==> src/hw/rtl/rrl_pkg.sv <==
`timescale 1ns / 1ps

package rrl_pkg;

	// Token text kept per token is at most TEXT_LIMIT-1 characters
	localparam int TEXT_LIMIT  = 128;
	localparam int CNT_W       = $clog2(TEXT_LIMIT);
	localparam int LEN_W       = 7;
	localparam int VAL_W       = 31;
	localparam int KIND_W      = 5;

	// Queue between front and back
	localparam int QUEUE_DEPTH = 4;
	localparam int QPTR_W      = $clog2(QUEUE_DEPTH);
	localparam int QCNT_W      = QPTR_W + 1;

	localparam logic [VAL_W-1:0] NUM_MAX = '1;

	// Characters of interest
	localparam logic [7:0] CH_NUL    = 8'h00;
	localparam logic [7:0] CH_TAB    = 8'h09;
	localparam logic [7:0] CH_CR     = 8'h0D;
	localparam logic [7:0] CH_SPACE  = 8'h20;
	localparam logic [7:0] CH_HASH   = 8'h23;
	localparam logic [7:0] CH_DOLLAR = 8'h24;
	localparam logic [7:0] CH_PLUS   = 8'h2B;
	localparam logic [7:0] CH_MINUS  = 8'h2D;
	localparam logic [7:0] CH_ZERO   = 8'h30;
	localparam logic [7:0] CH_NINE   = 8'h39;
	localparam logic [7:0] CH_UC_A   = 8'h41;
	localparam logic [7:0] CH_UC_Z   = 8'h5A;
	localparam logic [7:0] CH_LC_A   = 8'h61;
	localparam logic [7:0] CH_LC_Z   = 8'h7A;
	localparam logic [7:0] CH_D      = 8'h44;
	localparam logic [7:0] CH_M      = 8'h4D;
	localparam logic [7:0] CH_W      = 8'h57;

	// Character classes
	localparam logic [3:0] CLS_OTHER  = 4'd0;
	localparam logic [3:0] CLS_SPACE  = 4'd1;
	localparam logic [3:0] CLS_DIGIT  = 4'd2;
	localparam logic [3:0] CLS_ALPHA  = 4'd3;
	localparam logic [3:0] CLS_PLUS   = 4'd4;
	localparam logic [3:0] CLS_MINUS  = 4'd5;
	localparam logic [3:0] CLS_DOLLAR = 4'd6;
	localparam logic [3:0] CLS_HASH   = 4'd7;
	localparam logic [3:0] CLS_NUL    = 4'd8;

	// Lexer states
	localparam logic [2:0] LX_START  = 3'd0;
	localparam logic [2:0] LX_NUMBER = 3'd1;
	localparam logic [2:0] LX_PAIR   = 3'd2;
	localparam logic [2:0] LX_WEEK   = 3'd3;
	localparam logic [2:0] LX_LETTER = 3'd4;
	localparam logic [2:0] LX_DATE   = 3'd5;

	// Token kinds
	localparam logic [KIND_W-1:0] TK_EOL      = 5'd0;
	localparam logic [KIND_W-1:0] TK_ERROR    = 5'd1;
	localparam logic [KIND_W-1:0] TK_NUMBER   = 5'd2;
	localparam logic [KIND_W-1:0] TK_DATE     = 5'd3;
	localparam logic [KIND_W-1:0] TK_END      = 5'd4;
	localparam logic [KIND_W-1:0] TK_DURATION = 5'd5;
	localparam logic [KIND_W-1:0] TK_M        = 5'd6;
	localparam logic [KIND_W-1:0] TK_D        = 5'd7;
	localparam logic [KIND_W-1:0] TK_W        = 5'd8;
	localparam logic [KIND_W-1:0] TK_MP       = 5'd9;
	localparam logic [KIND_W-1:0] TK_MD       = 5'd10;
	localparam logic [KIND_W-1:0] TK_YD       = 5'd11;
	localparam logic [KIND_W-1:0] TK_YM       = 5'd12;
	localparam logic [KIND_W-1:0] TK_LD       = 5'd13;
	localparam logic [KIND_W-1:0] TK_SU       = 5'd14;
	localparam logic [KIND_W-1:0] TK_MO       = 5'd15;
	localparam logic [KIND_W-1:0] TK_TU       = 5'd16;
	localparam logic [KIND_W-1:0] TK_WE       = 5'd17;
	localparam logic [KIND_W-1:0] TK_TH       = 5'd18;
	localparam logic [KIND_W-1:0] TK_FR       = 5'd19;
	localparam logic [KIND_W-1:0] TK_SA       = 5'd20;
	localparam logic [KIND_W-1:0] TK_W1P      = 5'd21;
	localparam logic [KIND_W-1:0] TK_W1M      = 5'd26;

	// Two-letter words
	localparam logic [15:0] PAIR_MP = "MP";
	localparam logic [15:0] PAIR_MD = "MD";
	localparam logic [15:0] PAIR_YD = "YD";
	localparam logic [15:0] PAIR_YM = "YM";
	localparam logic [15:0] PAIR_LD = "LD";
	localparam logic [15:0] PAIR_SU = "SU";
	localparam logic [15:0] PAIR_MO = "MO";
	localparam logic [15:0] PAIR_TU = "TU";
	localparam logic [15:0] PAIR_WE = "WE";
	localparam logic [15:0] PAIR_TH = "TH";
	localparam logic [15:0] PAIR_FR = "FR";
	localparam logic [15:0] PAIR_SA = "SA";

	// One step of work for the back: scan the held character, then maybe NUL
	typedef struct packed {
		logic       scan_pend;
		logic [7:0] pend_char;
		logic [3:0] pend_cls;
		logic [3:0] la_cls;
		logic       nul;
	} entry_t;

	typedef struct packed {
		logic [2:0]       st;
		logic [7:0]       prev;
		logic [7:0]       first;
		logic [VAL_W-1:0] acc;
		logic [CNT_W-1:0] cnt;
	} lex_t;

	typedef struct packed {
		logic [KIND_W-1:0] kind;
		logic [VAL_W-1:0]  value;
		logic [LEN_W-1:0]  len;
		logic              last;
	} tok_t;

	function automatic logic [3:0] classify(input logic [7:0] c);
		logic [3:0] k;
		if (c == CH_NUL)
			k = CLS_NUL;
		else if (c == CH_SPACE || (c >= CH_TAB && c <= CH_CR))
			k = CLS_SPACE;
		else if (c >= CH_ZERO && c <= CH_NINE)
			k = CLS_DIGIT;
		else if ((c >= CH_UC_A && c <= CH_UC_Z) || (c >= CH_LC_A && c <= CH_LC_Z))
			k = CLS_ALPHA;
		else if (c == CH_PLUS)
			k = CLS_PLUS;
		else if (c == CH_MINUS)
			k = CLS_MINUS;
		else if (c == CH_DOLLAR)
			k = CLS_DOLLAR;
		else if (c == CH_HASH)
			k = CLS_HASH;
		else
			k = CLS_OTHER;
		return k;
	endfunction

	// Case-sensitive match of a two-letter word
	function automatic logic [KIND_W-1:0] pair_kind(input logic [7:0] a, input logic [7:0] b);
		logic [KIND_W-1:0] k;
		unique case ({a, b})
			PAIR_MP: k = TK_MP;
			PAIR_MD: k = TK_MD;
			PAIR_YD: k = TK_YD;
			PAIR_YM: k = TK_YM;
			PAIR_LD: k = TK_LD;
			PAIR_SU: k = TK_SU;
			PAIR_MO: k = TK_MO;
			PAIR_TU: k = TK_TU;
			PAIR_WE: k = TK_WE;
			PAIR_TH: k = TK_TH;
			PAIR_FR: k = TK_FR;
			PAIR_SA: k = TK_SA;
			default: k = TK_ERROR;
		endcase
		return k;
	endfunction

	// Token length saturates at 127
	function automatic logic [LEN_W-1:0] len_sat(input logic [CNT_W-1:0] cnt);
		logic [CNT_W+7:0] w;
		w = {8'b0, cnt};
		return (w > (CNT_W+8)'(127)) ? 7'd127 : w[LEN_W-1:0];
	endfunction

endpackage

==> src/hw/rtl/rrl_fifo.sv <==
`timescale 1ns / 1ps

module rrl_fifo
	import rrl_pkg::*;
(
	input  logic   clk,
	input  logic   arst_n,
	input  logic   push,
	input  entry_t wr_data,
	output logic   full,
	input  logic   pop,
	output entry_t rd_data,
	output logic   empty
);

	entry_t            mem_q [QUEUE_DEPTH];
	logic [QPTR_W-1:0] wr_ptr_q;
	logic [QPTR_W-1:0] rd_ptr_q;
	logic [QCNT_W-1:0] count_q;

	assign full    = (count_q == QCNT_W'(QUEUE_DEPTH));
	assign empty   = (count_q == '0);
	assign rd_data = mem_q[rd_ptr_q];

	// Storage
	always_ff @(posedge clk) begin
		if (push && !full)
			mem_q[wr_ptr_q] <= wr_data;
	end

	// Pointers and fill level
	always_ff @(posedge clk or negedge arst_n) begin
		if (!arst_n) begin
			wr_ptr_q <= '0;
			rd_ptr_q <= '0;
			count_q  <= '0;
		end else begin
			if (push && !full)
				wr_ptr_q <= wr_ptr_q + QPTR_W'(1);
			if (pop && !empty)
				rd_ptr_q <= rd_ptr_q + QPTR_W'(1);
			case ({push && !full, pop && !empty})
				2'b10:   count_q <= count_q + QCNT_W'(1);
				2'b01:   count_q <= count_q - QCNT_W'(1);
				default: count_q <= count_q;
			endcase
		end
	end

	// The front never offers a step while the queue is full
	a_no_push_full: assert property (@(posedge clk) disable iff (!arst_n) full |-> !push)
		else $error("step pushed into full queue");

endmodule

==> src/hw/rtl/rrl_front.sv <==
`timescale 1ns / 1ps

module rrl_front
	import rrl_pkg::*;
(
	input  logic       clk,
	input  logic       arst_n,
	input  logic       char_valid,
	output logic       char_stall,
	input  logic [7:0] character,
	output logic       push,
	output entry_t     entry,
	input  logic       full
);

	logic       accept;
	logic [3:0] cls_in;
	logic       pend_valid_q;
	logic [7:0] pend_char_q;
	logic [3:0] pend_cls_q;

	assign char_stall = full;
	assign accept     = char_valid && !full;
	assign cls_in     = classify(character);

	// New character is lookahead for the held one; NUL also asks for its own scan
	assign entry.scan_pend = pend_valid_q;
	assign entry.pend_char = pend_char_q;
	assign entry.pend_cls  = pend_cls_q;
	assign entry.la_cls    = cls_in;
	assign entry.nul       = (cls_in == CLS_NUL);
	assign push            = accept && (pend_valid_q || cls_in == CLS_NUL);

	// Held character
	always_ff @(posedge clk or negedge arst_n) begin
		if (!arst_n) begin
			pend_valid_q <= 1'b0;
			pend_char_q  <= CH_NUL;
			pend_cls_q   <= CLS_NUL;
		end else if (accept) begin
			if (cls_in == CLS_NUL) begin
				pend_valid_q <= 1'b0;
				pend_char_q  <= CH_NUL;
				pend_cls_q   <= CLS_NUL;
			end else begin
				pend_valid_q <= 1'b1;
				pend_char_q  <= character;
				pend_cls_q   <= cls_in;
			end
		end
	end

endmodule

==> src/hw/rtl/rrl_back.sv <==
`timescale 1ns / 1ps

module rrl_back
	import rrl_pkg::*;
(
	input  logic   clk,
	input  logic   arst_n,
	input  entry_t head,
	input  logic   head_valid,
	output logic   pop,
	output logic   tok_valid,
	input  logic   tok_stall,
	output tok_t   tok
);

	typedef struct packed {
		lex_t s;
		logic emit;
		tok_t tok;
		logic again;
	} pass_t;

	typedef struct packed {
		lex_t s;
		logic v0;
		tok_t t0;
		logic v1;
		tok_t t1;
	} scan_t;

	// One pass of the lexer over character c
	function automatic pass_t lex_pass(input lex_t s, input logic [7:0] c,
			input logic [3:0] cc, input logic [3:0] la);
		pass_t            r;
		logic             kept;
		logic [CNT_W-1:0] cnt_k;
		logic [34:0]      prod;
		logic [7:0]       dp;
		r     = '0;
		r.s   = s;
		kept  = (s.cnt < CNT_W'(TEXT_LIMIT - 1));
		cnt_k = kept ? s.cnt + CNT_W'(1) : s.cnt;
		prod  = {1'b0, s.acc, 3'b000} + {3'b000, s.acc, 1'b0} + {31'b0, c[3:0]};
		dp    = s.prev - CH_ZERO;
		unique case (s.st)
			LX_START: begin
				unique case (cc)
					CLS_SPACE: begin
					end
					CLS_NUL: begin
						r.emit     = 1'b1;
						r.tok.kind = TK_EOL;
					end
					CLS_DIGIT: begin
						r.s.cnt   = CNT_W'(1);
						r.s.acc   = VAL_W'(c[3:0]);
						r.s.first = c;
						r.s.st    = (la == CLS_PLUS || la == CLS_MINUS) ? LX_WEEK : LX_NUMBER;
					end
					CLS_ALPHA: begin
						r.s.cnt   = CNT_W'(1);
						r.s.acc   = '0;
						r.s.first = c;
						r.s.st    = (la == CLS_ALPHA) ? LX_PAIR : LX_LETTER;
					end
					CLS_DOLLAR: begin
						r.emit     = 1'b1;
						r.tok.kind = TK_END;
						r.tok.len  = LEN_W'(1);
					end
					CLS_HASH: begin
						r.emit     = 1'b1;
						r.tok.kind = TK_DURATION;
						r.tok.len  = LEN_W'(1);
					end
					default: begin
						r.emit     = 1'b1;
						r.tok.kind = TK_ERROR;
						r.tok.len  = LEN_W'(1);
					end
				endcase
			end
			LX_NUMBER: begin
				if (cc == CLS_DIGIT) begin
					if (kept) begin
						r.s.cnt = cnt_k;
						r.s.acc = (prod > 35'(NUM_MAX)) ? NUM_MAX : prod[VAL_W-1:0];
					end
				end else if (cc == CLS_SPACE || cc == CLS_NUL) begin
					r.emit      = 1'b1;
					r.tok.kind  = TK_NUMBER;
					r.tok.value = s.acc;
					r.tok.len   = len_sat(s.cnt);
					r.again     = 1'b1;
				end else begin
					r.s.cnt = cnt_k;
					r.s.acc = '0;
					r.s.st  = LX_DATE;
				end
			end
			LX_PAIR: begin
				r.emit     = 1'b1;
				r.tok.kind = pair_kind(s.first, c);
				r.tok.len  = len_sat(cnt_k);
			end
			LX_WEEK, LX_LETTER: begin
				if (s.st == LX_WEEK && (cc == CLS_PLUS || cc == CLS_MINUS)) begin
					// week position: digit 1..5 then sign
					r.emit    = 1'b1;
					r.tok.len = len_sat(cnt_k);
					if (dp >= 8'd1 && dp <= 8'd5)
						r.tok.kind = ((cc == CLS_PLUS) ? TK_W1P : TK_W1M) + KIND_W'(dp - 8'd1);
					else
						r.tok.kind = TK_ERROR;
				end else if (cc != CLS_DIGIT) begin
					// letter (or week digit) not followed by a digit eats the next character
					r.emit     = 1'b1;
					r.tok.kind = TK_ERROR;
					r.tok.len  = len_sat((cc != CLS_NUL) ? cnt_k : s.cnt);
				end else begin
					// interval command; the digit is scanned again
					r.emit    = 1'b1;
					r.tok.len = len_sat(s.cnt);
					r.again   = 1'b1;
					case (s.prev)
						CH_D:    r.tok.kind = TK_D;
						CH_M:    r.tok.kind = TK_M;
						CH_W:    r.tok.kind = TK_W;
						default: r.tok.kind = TK_ERROR;
					endcase
				end
			end
			LX_DATE: begin
				if (cc == CLS_SPACE || cc == CLS_NUL) begin
					r.emit     = 1'b1;
					r.tok.kind = TK_DATE;
					r.tok.len  = len_sat(s.cnt);
					r.again    = 1'b1;
				end else begin
					r.s.cnt = cnt_k;
				end
			end
			default: begin
				r.emit     = 1'b1;
				r.tok.kind = TK_ERROR;
				r.tok.len  = len_sat(s.cnt);
			end
		endcase
		// Every token leaves the lexer in its start state
		if (r.emit) begin
			r.s.st  = LX_START;
			r.s.cnt = '0;
			r.s.acc = '0;
		end
		return r;
	endfunction

	// Full scan of one character: a pass and at most one rescan
	function automatic scan_t lex_scan(input lex_t s, input logic [7:0] c,
			input logic [3:0] cc, input logic [3:0] la);
		scan_t r;
		pass_t p1;
		pass_t p2;
		r  = '0;
		p1 = lex_pass(s, c, cc, la);
		p2 = lex_pass(p1.s, c, cc, la);
		r.v0 = p1.emit;
		r.t0 = p1.tok;
		if (p1.again) begin
			r.s  = p2.s;
			r.v1 = p2.emit;
			r.t1 = p2.tok;
		end else begin
			r.s = p1.s;
		end
		r.s.prev = c;
		return r;
	endfunction

	lex_t       lex_q;
	tok_t       buf_q [3];
	logic [1:0] cnt_q;

	scan_t      sc1;
	scan_t      sc2;
	lex_t       s_mid;
	lex_t       s_new;
	tok_t       cand   [4];
	logic [3:0] cand_v;
	tok_t       new_tok [3];
	logic [1:0] n_new;
	logic       take;

	// Whole step: held character first, then the NUL if there is one
	always_comb begin
		sc1   = lex_scan(lex_q, head.pend_char, head.pend_cls, head.la_cls);
		s_mid = head.scan_pend ? sc1.s : lex_q;
		sc2   = lex_scan(s_mid, CH_NUL, CLS_NUL, CLS_NUL);
		s_new = head.nul ? sc2.s : s_mid;
		cand[0]   = sc1.t0;
		cand[1]   = sc1.t1;
		cand[2]   = sc2.t0;
		cand[3]   = sc2.t1;
		cand_v[0] = head.scan_pend && sc1.v0;
		cand_v[1] = head.scan_pend && sc1.v1;
		cand_v[2] = head.nul && sc2.v0;
		cand_v[3] = head.nul && sc2.v1;
	end

	// Pack the step's tokens in order and flag the final one
	always_comb begin
		new_tok = '{default: '0};
		n_new   = 2'd0;
		for (int i = 0; i < 4; i++) begin
			if (cand_v[i] && n_new != 2'd3) begin
				new_tok[n_new] = cand[i];
				n_new          = n_new + 2'd1;
			end
		end
		if (n_new != 2'd0)
			new_tok[n_new - 2'd1].last = 1'b1;
	end

	// Output buffer handshake
	assign tok_valid = (cnt_q != 2'd0);
	assign tok       = buf_q[0];
	assign take      = tok_valid && !tok_stall;
	assign pop       = head_valid && (cnt_q == 2'd0 || (cnt_q == 2'd1 && take));

	// Token buffer contents
	always_ff @(posedge clk) begin
		if (pop) begin
			buf_q <= new_tok;
		end else if (take) begin
			buf_q[0] <= buf_q[1];
			buf_q[1] <= buf_q[2];
		end
	end

	// Lexer state and buffer fill
	always_ff @(posedge clk or negedge arst_n) begin
		if (!arst_n) begin
			lex_q <= '0;
			cnt_q <= 2'd0;
		end else begin
			if (pop) begin
				lex_q <= s_new;
				cnt_q <= n_new;
			end else if (take) begin
				cnt_q <= cnt_q - 2'd1;
			end
		end
	end

	a_last_flag: assert property (@(posedge clk) disable iff (!arst_n)
		(tok_valid && cnt_q == 2'd1) |-> buf_q[0].last)
		else $error("final buffered token lacks last flag");

	a_nul_start: assert property (@(posedge clk) disable iff (!arst_n)
		(pop && head.nul) |=> (lex_q.st == LX_START))
		else $error("lexer not in start state after end of text");

	a_cnt_limit: assert property (@(posedge clk) disable iff (!arst_n)
		lex_q.cnt <= CNT_W'(TEXT_LIMIT - 1))
		else $error("text count beyond limit");

	a_value_zero: assert property (@(posedge clk) disable iff (!arst_n)
		(tok_valid && buf_q[0].kind != TK_NUMBER) |-> (buf_q[0].value == '0))
		else $error("non-number token carries a value");

endmodule

==> src/hw/rtl/recurrence_rule_lexer.sv <==
`timescale 1ns / 1ps

// Repeat-rule lexer. Takes one text character per transaction and gives tokens,
// each with a kind, a value (numbers only), a length and a flag on the last token
// caused by that character. A character is held back until the next one arrives,
// as its lookahead; NUL ends the text and flushes. Characters are accepted one per
// cycle while the step queue is not full: the front classifies them into a
// four-entry step queue, and the back lexes one step per cycle into a three-token
// output buffer that delivers one token per cycle while tok_stall is low. The back
// takes a new step only when the buffer is empty or its last token is being taken,
// so a step that yields two or three tokens holds the back until they drain.

module recurrence_rule_lexer
	import rrl_pkg::*;
(
	input  logic              clk,
	input  logic              arst_n,
	input  logic              char_valid,
	output logic              char_stall,
	input  logic [7:0]        character,
	output logic              tok_valid,
	input  logic              tok_stall,
	output logic [KIND_W-1:0] token_kind,
	output logic [VAL_W-1:0]  number_value,
	output logic [LEN_W-1:0]  token_length,
	output logic              last_of_run
);

	logic   push;
	logic   full;
	logic   empty;
	logic   pop;
	entry_t wr_entry;
	entry_t head;
	tok_t   tok;

	rrl_front u_front (
		.clk        (clk),
		.arst_n     (arst_n),
		.char_valid (char_valid),
		.char_stall (char_stall),
		.character  (character),
		.push       (push),
		.entry      (wr_entry),
		.full       (full)
	);

	rrl_fifo u_fifo (
		.clk     (clk),
		.arst_n  (arst_n),
		.push    (push),
		.wr_data (wr_entry),
		.full    (full),
		.pop     (pop),
		.rd_data (head),
		.empty   (empty)
	);

	rrl_back u_back (
		.clk        (clk),
		.arst_n     (arst_n),
		.head       (head),
		.head_valid (!empty),
		.pop        (pop),
		.tok_valid  (tok_valid),
		.tok_stall  (tok_stall),
		.tok        (tok)
	);

	assign token_kind   = tok.kind;
	assign number_value = tok.value;
	assign token_length = tok.len;
	assign last_of_run  = tok.last;

endmodule

==> config.mk <==
export PLATFORM = sky130hd
export DESIGN_NAME = recurrence_rule_lexer
export DESIGN_NICKNAME = d
export VERILOG_FILES = /design/src/hw/rtl/rrl_pkg.sv /design/src/hw/rtl/rrl_fifo.sv /design/src/hw/rtl/rrl_front.sv /design/src/hw/rtl/rrl_back.sv /design/src/hw/rtl/recurrence_rule_lexer.sv
export SDC_FILE = /design/constraint.sdc
export NUM_CORES = 1
export LEC_CHECK = 0
export BUFFER_PORTS_ARGS = -buffer_cell sky130_fd_sc_hd__buf_2
export CAP_MARGIN = 20
export CORE_UTILIZATION = 40
export CTS_CLUSTER_SIZE = 28
export DETAILED_ROUTE_END_ITERATION = 10
export HOLD_SLACK_MARGIN = 0.1
export PLACE_DENSITY = 0.52
export SLEW_MARGIN = 0
export SYNTH_ARGS = -nofsm -noshare
export SYNTH_HDL_FRONTEND = slang
export SYNTH_SLANG_ARGS = --single-unit
==> constraint.sdc <==
create_clock -name clk -period 17.4 [get_ports clk]
set_input_delay 1.74 -clock clk [delete_from_list [all_inputs] [get_ports clk]]
set_output_delay 1.74 -clock clk [all_outputs]
set_load 0.01 [all_outputs]
Word level (Yosys, flattened, before mapping). Memory sizes are Yosys's and may differ from the RTL's. Index checks and enable logic that the tools add are counted.

Add/subtract/negate cells: 20. Div/mod/pow operators: 0. Multiply operators: 0. Shift-type cells: 0. Eq/ne operators: 69. Reduce and logical (&&, ||, !) cells: 51. Bitwise operators: 4. $lt $le $gt $ge: 24. Mux-type cells: 126.

Operator list (count): $bwmux W132 (4); $mux W132 (4); $eq A16 B15 Y1 const B (24); $mux W38 (10); $demux W44 S2 (4); $mux W44 (8); $mux W57 (4); $mux W31 (6); $pmux W46 S2 (2); $mux W88 (2); $pmux W31 S2 (2); $pmux W5 S12 (2); $mux W7 (14); $mux W45 (2); $add A34 B32 Y35 (2); $add A35 B4 Y35 (2); $gt A35 B31 Y1 const B (2); $pmux W7 S5 (2); $pmux W6 S5 (2); $pmux W7 S3 (2); $eq A8 B6 Y1 const B (5); $mux W4 (9); $mux W3 (10); $pmux W3 S2 (5); 57 further kinds (165).

Flip-flop bits (word level): 211. Output and inout port bits: 46. Memory bits (read-only): 0. Memories: 1. RAM bits: 72. Input port bits: 12. Latch bits: 0.

Memory list: u_fifo.mem_q (words 4, bits a word 18, rd ports 1, clocked after Yosys merged registers in 0, write ports 1, RTL line rrl_fifo.sv:16) `entry_t mem_q [QUEUE_DEPTH];`.

Logic depth before layout (Yosys ltp).
Word-level depth: 35. Gate-level depth with buffers: 23.

By module. A second synthesis with hierarchy kept.

Cells, all modules: 1776. Area, all modules: 17565.6 µm².

By module, submodules not included: rrl_back (cells an instance 1555, instances 1, area each 13773.2 µm²); rrl_fifo (cells an instance 131, instances 1, area each 3037.9 µm²); rrl_front (cells an instance 89, instances 1, area each 750.7 µm²); recurrence_rule_lexer (cells an instance 1, instances 1, area each 3.8 µm²).

Worst setup path after synthesis. Ideal clock, no wire load.

Path type: input -> register. From: in tok_stall. To: reg u_back.buf_q[44] (netlist bit) (enable). Arrival: 7.905 ns. Required time: 16.744 ns. Buffers on the path: 0. Stages on the path: 1. Path slack: 8.840 ns. Cell sequence: o21ai_0.

Word-level cells in the longest chain between the ends: 6.

RTL lines: from (decl) (RTL line recurrence_rule_lexer.sv:22) `input logic tok_stall,`; $logic_not A1 Y1 * (RTL line rrl_back.sv:227) `assign take = tok_valid && !tok_stall;`; $logic_and A1 B1 Y1 * (RTL line rrl_back.sv:227); $logic_and A1 B1 Y1 (RTL line rrl_back.sv:228) `assign pop = head_valid && (cnt_q == 2'd0 || (cnt_q == 2'd1 && take));`; $logic_or A1 B1 Y1 (RTL line rrl_back.sv:228); $logic_and A1 B1 Y1 (RTL line rrl_back.sv:228); $reduce_bool A2 Y1 (no line) *; to (signal assigned) (RTL line rrl_back.sv:233) `buf_q <= new_tok;`; to (decl) (RTL line rrl_back.sv:181) `tok_t buf_q [3];`.

Mark *: on every way between the ends. The rest lies on a longest branch, timed or not. A chain may end at the register's enable or synchronous reset.

Final worst setup path.
From: reg u_fifo.rd_ptr_q[0]. To: reg u_back.buf_q, in the netlist u_back.tok[25], data pin.

Word-level cells in the longest chain between the ends: 27. Elaborated cells on any way between the ends: 136. Classes of those cells: add/sub: 7; order compare: 9; eq/ne: 23; mux: 73; bitwise: 4; reduce/logical: 19; memory: 1.

RTL lines: from (decl) (RTL line rrl_fifo.sv:18) `logic [QPTR_W-1:0] rd_ptr_q;`; from (signal assigned) (RTL line rrl_fifo.sv:41) `rd_ptr_q <= rd_ptr_q + QPTR_W'(1);`; $mem_v2 Z4 W18 *; branches (longest 24 deep; another with $add A35 B4 Y35); $mux W132 * (RTL line rrl_back.sv:220) `if (n_new != 2'd0)`; $mux W88 * (RTL line rrl_back.sv:232) `if (pop) begin`.

Mark *: on every way between the ends.

==> run summary <==
hpwl dp -> 34.0 mm
largest net degree at the start of global routing -> 123
final WL -> 49.5 mm
Netlist cell types -> 102
HP Start -> u_front.pend_cls_q[3]$_DFFE_PN1P_
max-cap check violation count -> 0
global routing usage on met1 -> 29.4%
sequential share of power -> 34.0%
H-Tree Level Count -> 2
Critical Path Start Type -> flop
Post-DP Area -> 17,500 um2
WP data arrival -> 6690 ps
leak pwr -> 7.45 nW
CP endpoint -> u_back.tok[25]$_DFFE_PP_
Tot GR Track Use -> 23.0%
Post-Route Skew -> 22.2 ps
Power Dens Cells -> 180 nW/um2
Die Y-Extent -> 208 um
Post-CTS Repair Setup Buffers -> 0
Synth Instances -> 1,655
clock sink count -> 276
M2 GR Usage -> 39.4%
crit path from -> u_fifo.rd_ptr_q[0]$_DFFE_PN0P_
Clock Power Share -> 23.3%
GR peak layer -> met2
largest area contributor in the netlist -> edfxtp_1
Critical R2R Launch -> u_fifo.rd_ptr_q[0]$_DFFE_PN0P_
drt pass-1 iters -> 6
Worst Path Max Fanout -> 22
Hold Path Class -> flop to flop
Residual DRC -> 0
clock buffer depth -> 3
Async SR Flop Fraction -> 28.6%
Worst VDD drop -> 0.000130 V
Post-synth EDFFs -> 197
Logic pwr share -> 42.8%
# IOs -> 58
FMAX -> 157 MHz
setup TNS -> 0 ps
Internal -> 1.98 mW
critical path class -> flop to flop
Worst R2R End -> u_back.tok[25]$_DFFE_PP_
clock-pin slew on the worst setup and hold paths -> 60 ps
Period minus WS final -> 6350 ps
Remaining Overflow, GRT -> 0
CTS hold repair buffers -> 0
routability cong. -> 0.929
RSZ-0062 raised after global routing -> no
Worst Tran Pin Value -> 1110 ps
Fin Hold WS -> 485 ps
Rows -> 75
post-CTS sizing -> 0
status -> finished, final reports clean
nets -> 1,743
final max-slew violation count -> 0
vias -> 13,200
post-route clock period utilization -> 36.5%
first-pass GRT wire length -> 77.6 mm
initial antenna violation count -> 0
Seq cells post-synth -> 276
post-synth top area share -> 34.8%
Synth area leaders -> edfxtp_1 35%, dfrtp_1 11%, ha_1 6.3%, nand2_1 4.5%, o21ai_0 3.3%
CTS Root Cell -> clkbuf_16
Port Buffer Count -> 57
final setup violation count -> 0
Synth Cell Area -> 17,000 um2
Initial DRC Count -> 969
fraction of final layout cells sized beyond drive strength 1 -> 12.6%
Initial Utilization -> 40.5%
ANT cells -> 0
Vias/cell -> 5.99
drt wl/cell -> 22.4 um
Die Wd -> 208 um
Core Area -> 41,900 um2
utilization after layout -> 44.7%
worst skew pair latency -> 540 ps
DRT antenna net count -> 0
Worst EP required -> 17,730 ps
top post-synthesis cells by count -> 202 x nand2_1, 197 x edfxtp_1, 111 x o21ai_0
syn avg cell area -> 10.3 um2
switching part of the total -> 41.2%
worst rel slew slack -> 25.8%
Hold Fails Final Rpt -> 0
design area -> 18,700 um2
cells on worst reg2reg path -> 18
count leader, synth -> nand2_1
number of global-route vias before repair -> 13,300
synthesis-to-layout area growth -> 10.2%
top_reg_cell synth -> edfxtp_1
total power -> 3.37 mW
reg2reg setup slack -> 11,050 ps
Seq/Total Area, Yosys -> 46.4%
met3 global-route usage -> 3.03%
yosys warns -> 0
CP Capture Type -> flop
CTS tree -> yes
P_sw -> 1.39 mW
TritonCTS buffer count -> 35
area of the die -> 43,300 um2
per-stage QoR:
stage,cells,setup WS [ps]
after floorplan,1657,8840
after global placement,2143,11230
after detailed placement,2143,11070
after CTS,2207,11030
after global routing,2208,10540
final,2208,11050
cells in the final DEF, fill, tap and decap left out, types with 8 or more instances in the layout:
| master | n |
|---|---|
| ha_1 | 85 |
| nand2_1 | 202 |
| a31oi_1 | 23 |
| a211oi_1 | 15 |
| clkbuf_1 | 8 |
| a22o_1 | 56 |
| a21o_1 | 37 |
| inv_1 | 52 |
| nor3_1 | 24 |
| a22oi_1 | 14 |
| clkbuf_16 | 36 |
| o31ai_1 | 16 |
| buf_4 | 20 |
| nand2b_1 | 11 |
| mux2_2 | 9 |
| dfrtp_1 | 78 |
| edfxtp_1 | 197 |
| xnor2_1 | 26 |
| o22ai_1 | 8 |
| a32oi_1 | 18 |
| or2_2 | 11 |
| nand3_1 | 41 |
| mux4_2 | 16 |
| nor2_1 | 107 |
| nor2b_1 | 22 |
| o221ai_1 | 8 |
| and2_1 | 14 |
| buf_2 | 56 |
| a21oi_1 | 88 |
| nand4_1 | 11 |
| and3_1 | 21 |
| o21ai_0 | 110 |
| xor2_1 | 20 |
| o211ai_1 | 14 |
| o21a_1 | 8 |
power by group through the flow:
stage	Sequential (mW)	Combinational (mW)	Clock, mW
after floorplan	1.14	1.08	0
after global placement	1.16	1.43	0
after detailed placement	1.16	1.45	0
after CTS	1.15	1.45	0.803
after global routing	1.17	1.59	0.823
final	1.14	1.44	0.784
logic make-up after synthesis:
family                     synth area share, %
buffers and inverters                     5.29
other                                   0.0221
DFF                                       46.4
and+or+nand+nor                           14.8
muxes                                     3.38
AOI/OAI and AO/OA                         20.7
adders and majority gates                 6.73
xor gates and xnor gates                  2.63
final cells by class:
| class | instances | area [um2] |
|---|---|---|
| Tap cell | 539 | 674 |
| Clock buffer | 45 | 945 |
| Multi-Input combinational cell | 1197 | 8270 |
| Timing Repair Buffer | 78 | 455 |
| Inverter | 54 | 203 |
| Sequential cell | 276 | 7890 |
| Clock inverter | 19 | 289 |
| Fill cell | 4040 | 23200 |
metal layers:
layer	share of wire [%]	up-vias	routed length (um)
met4	3.3	0	1650
met3	4.7	90	2310
li1	-	6186	-
met1	43	6542	21400
met2	49	400	24100
met5	0	-	0
critical path, stage by stage (launching register included):
cell,delay [ps]
dfrtp_1,320
buf_4,360
mux4_1,830
or3b_1,420
a2111oi_0,490
or2_2,270
o21ai_0,100
a21oi_1,160
a211o_1,160
ha_1,300
xor2_1,300
inv_1,110
ha_1,200
and3b_1,220
a31oi_1,410
and3_1,820
o21bai_4,430
a22oi_1,120
o31ai_1,110
worst min path at each step:
stage | depth (start not counted) | end
finish | 2 | u_front.pend_cls_q[3]$_DFFE_PN1P_
global placement | 2 | u_front.pend_cls_q[3]$_DFFE_PN1P_
CTS | 2 | u_front.pend_cls_q[3]$_DFFE_PN1P_
global route | 2 | u_front.pend_cls_q[3]$_DFFE_PN1P_
detailed placement | 2 | u_front.pend_cls_q[3]$_DFFE_PN1P_
floorplan | 2 | u_front.pend_cls_q[3]$_DFFE_PN1P_
sequential cells by signal (all words and copies together), names as in the netlist, 3 cells and up:
signal	flops
u_back.buf_q	85
u_front.pend_char_q	8
u_fifo.count_q	3
u_fifo.mem_q	68
u_front.pend_cls_q	4
u_back.lex_q	57
u_back.tok	44
(Power assumes the default switching activity.)
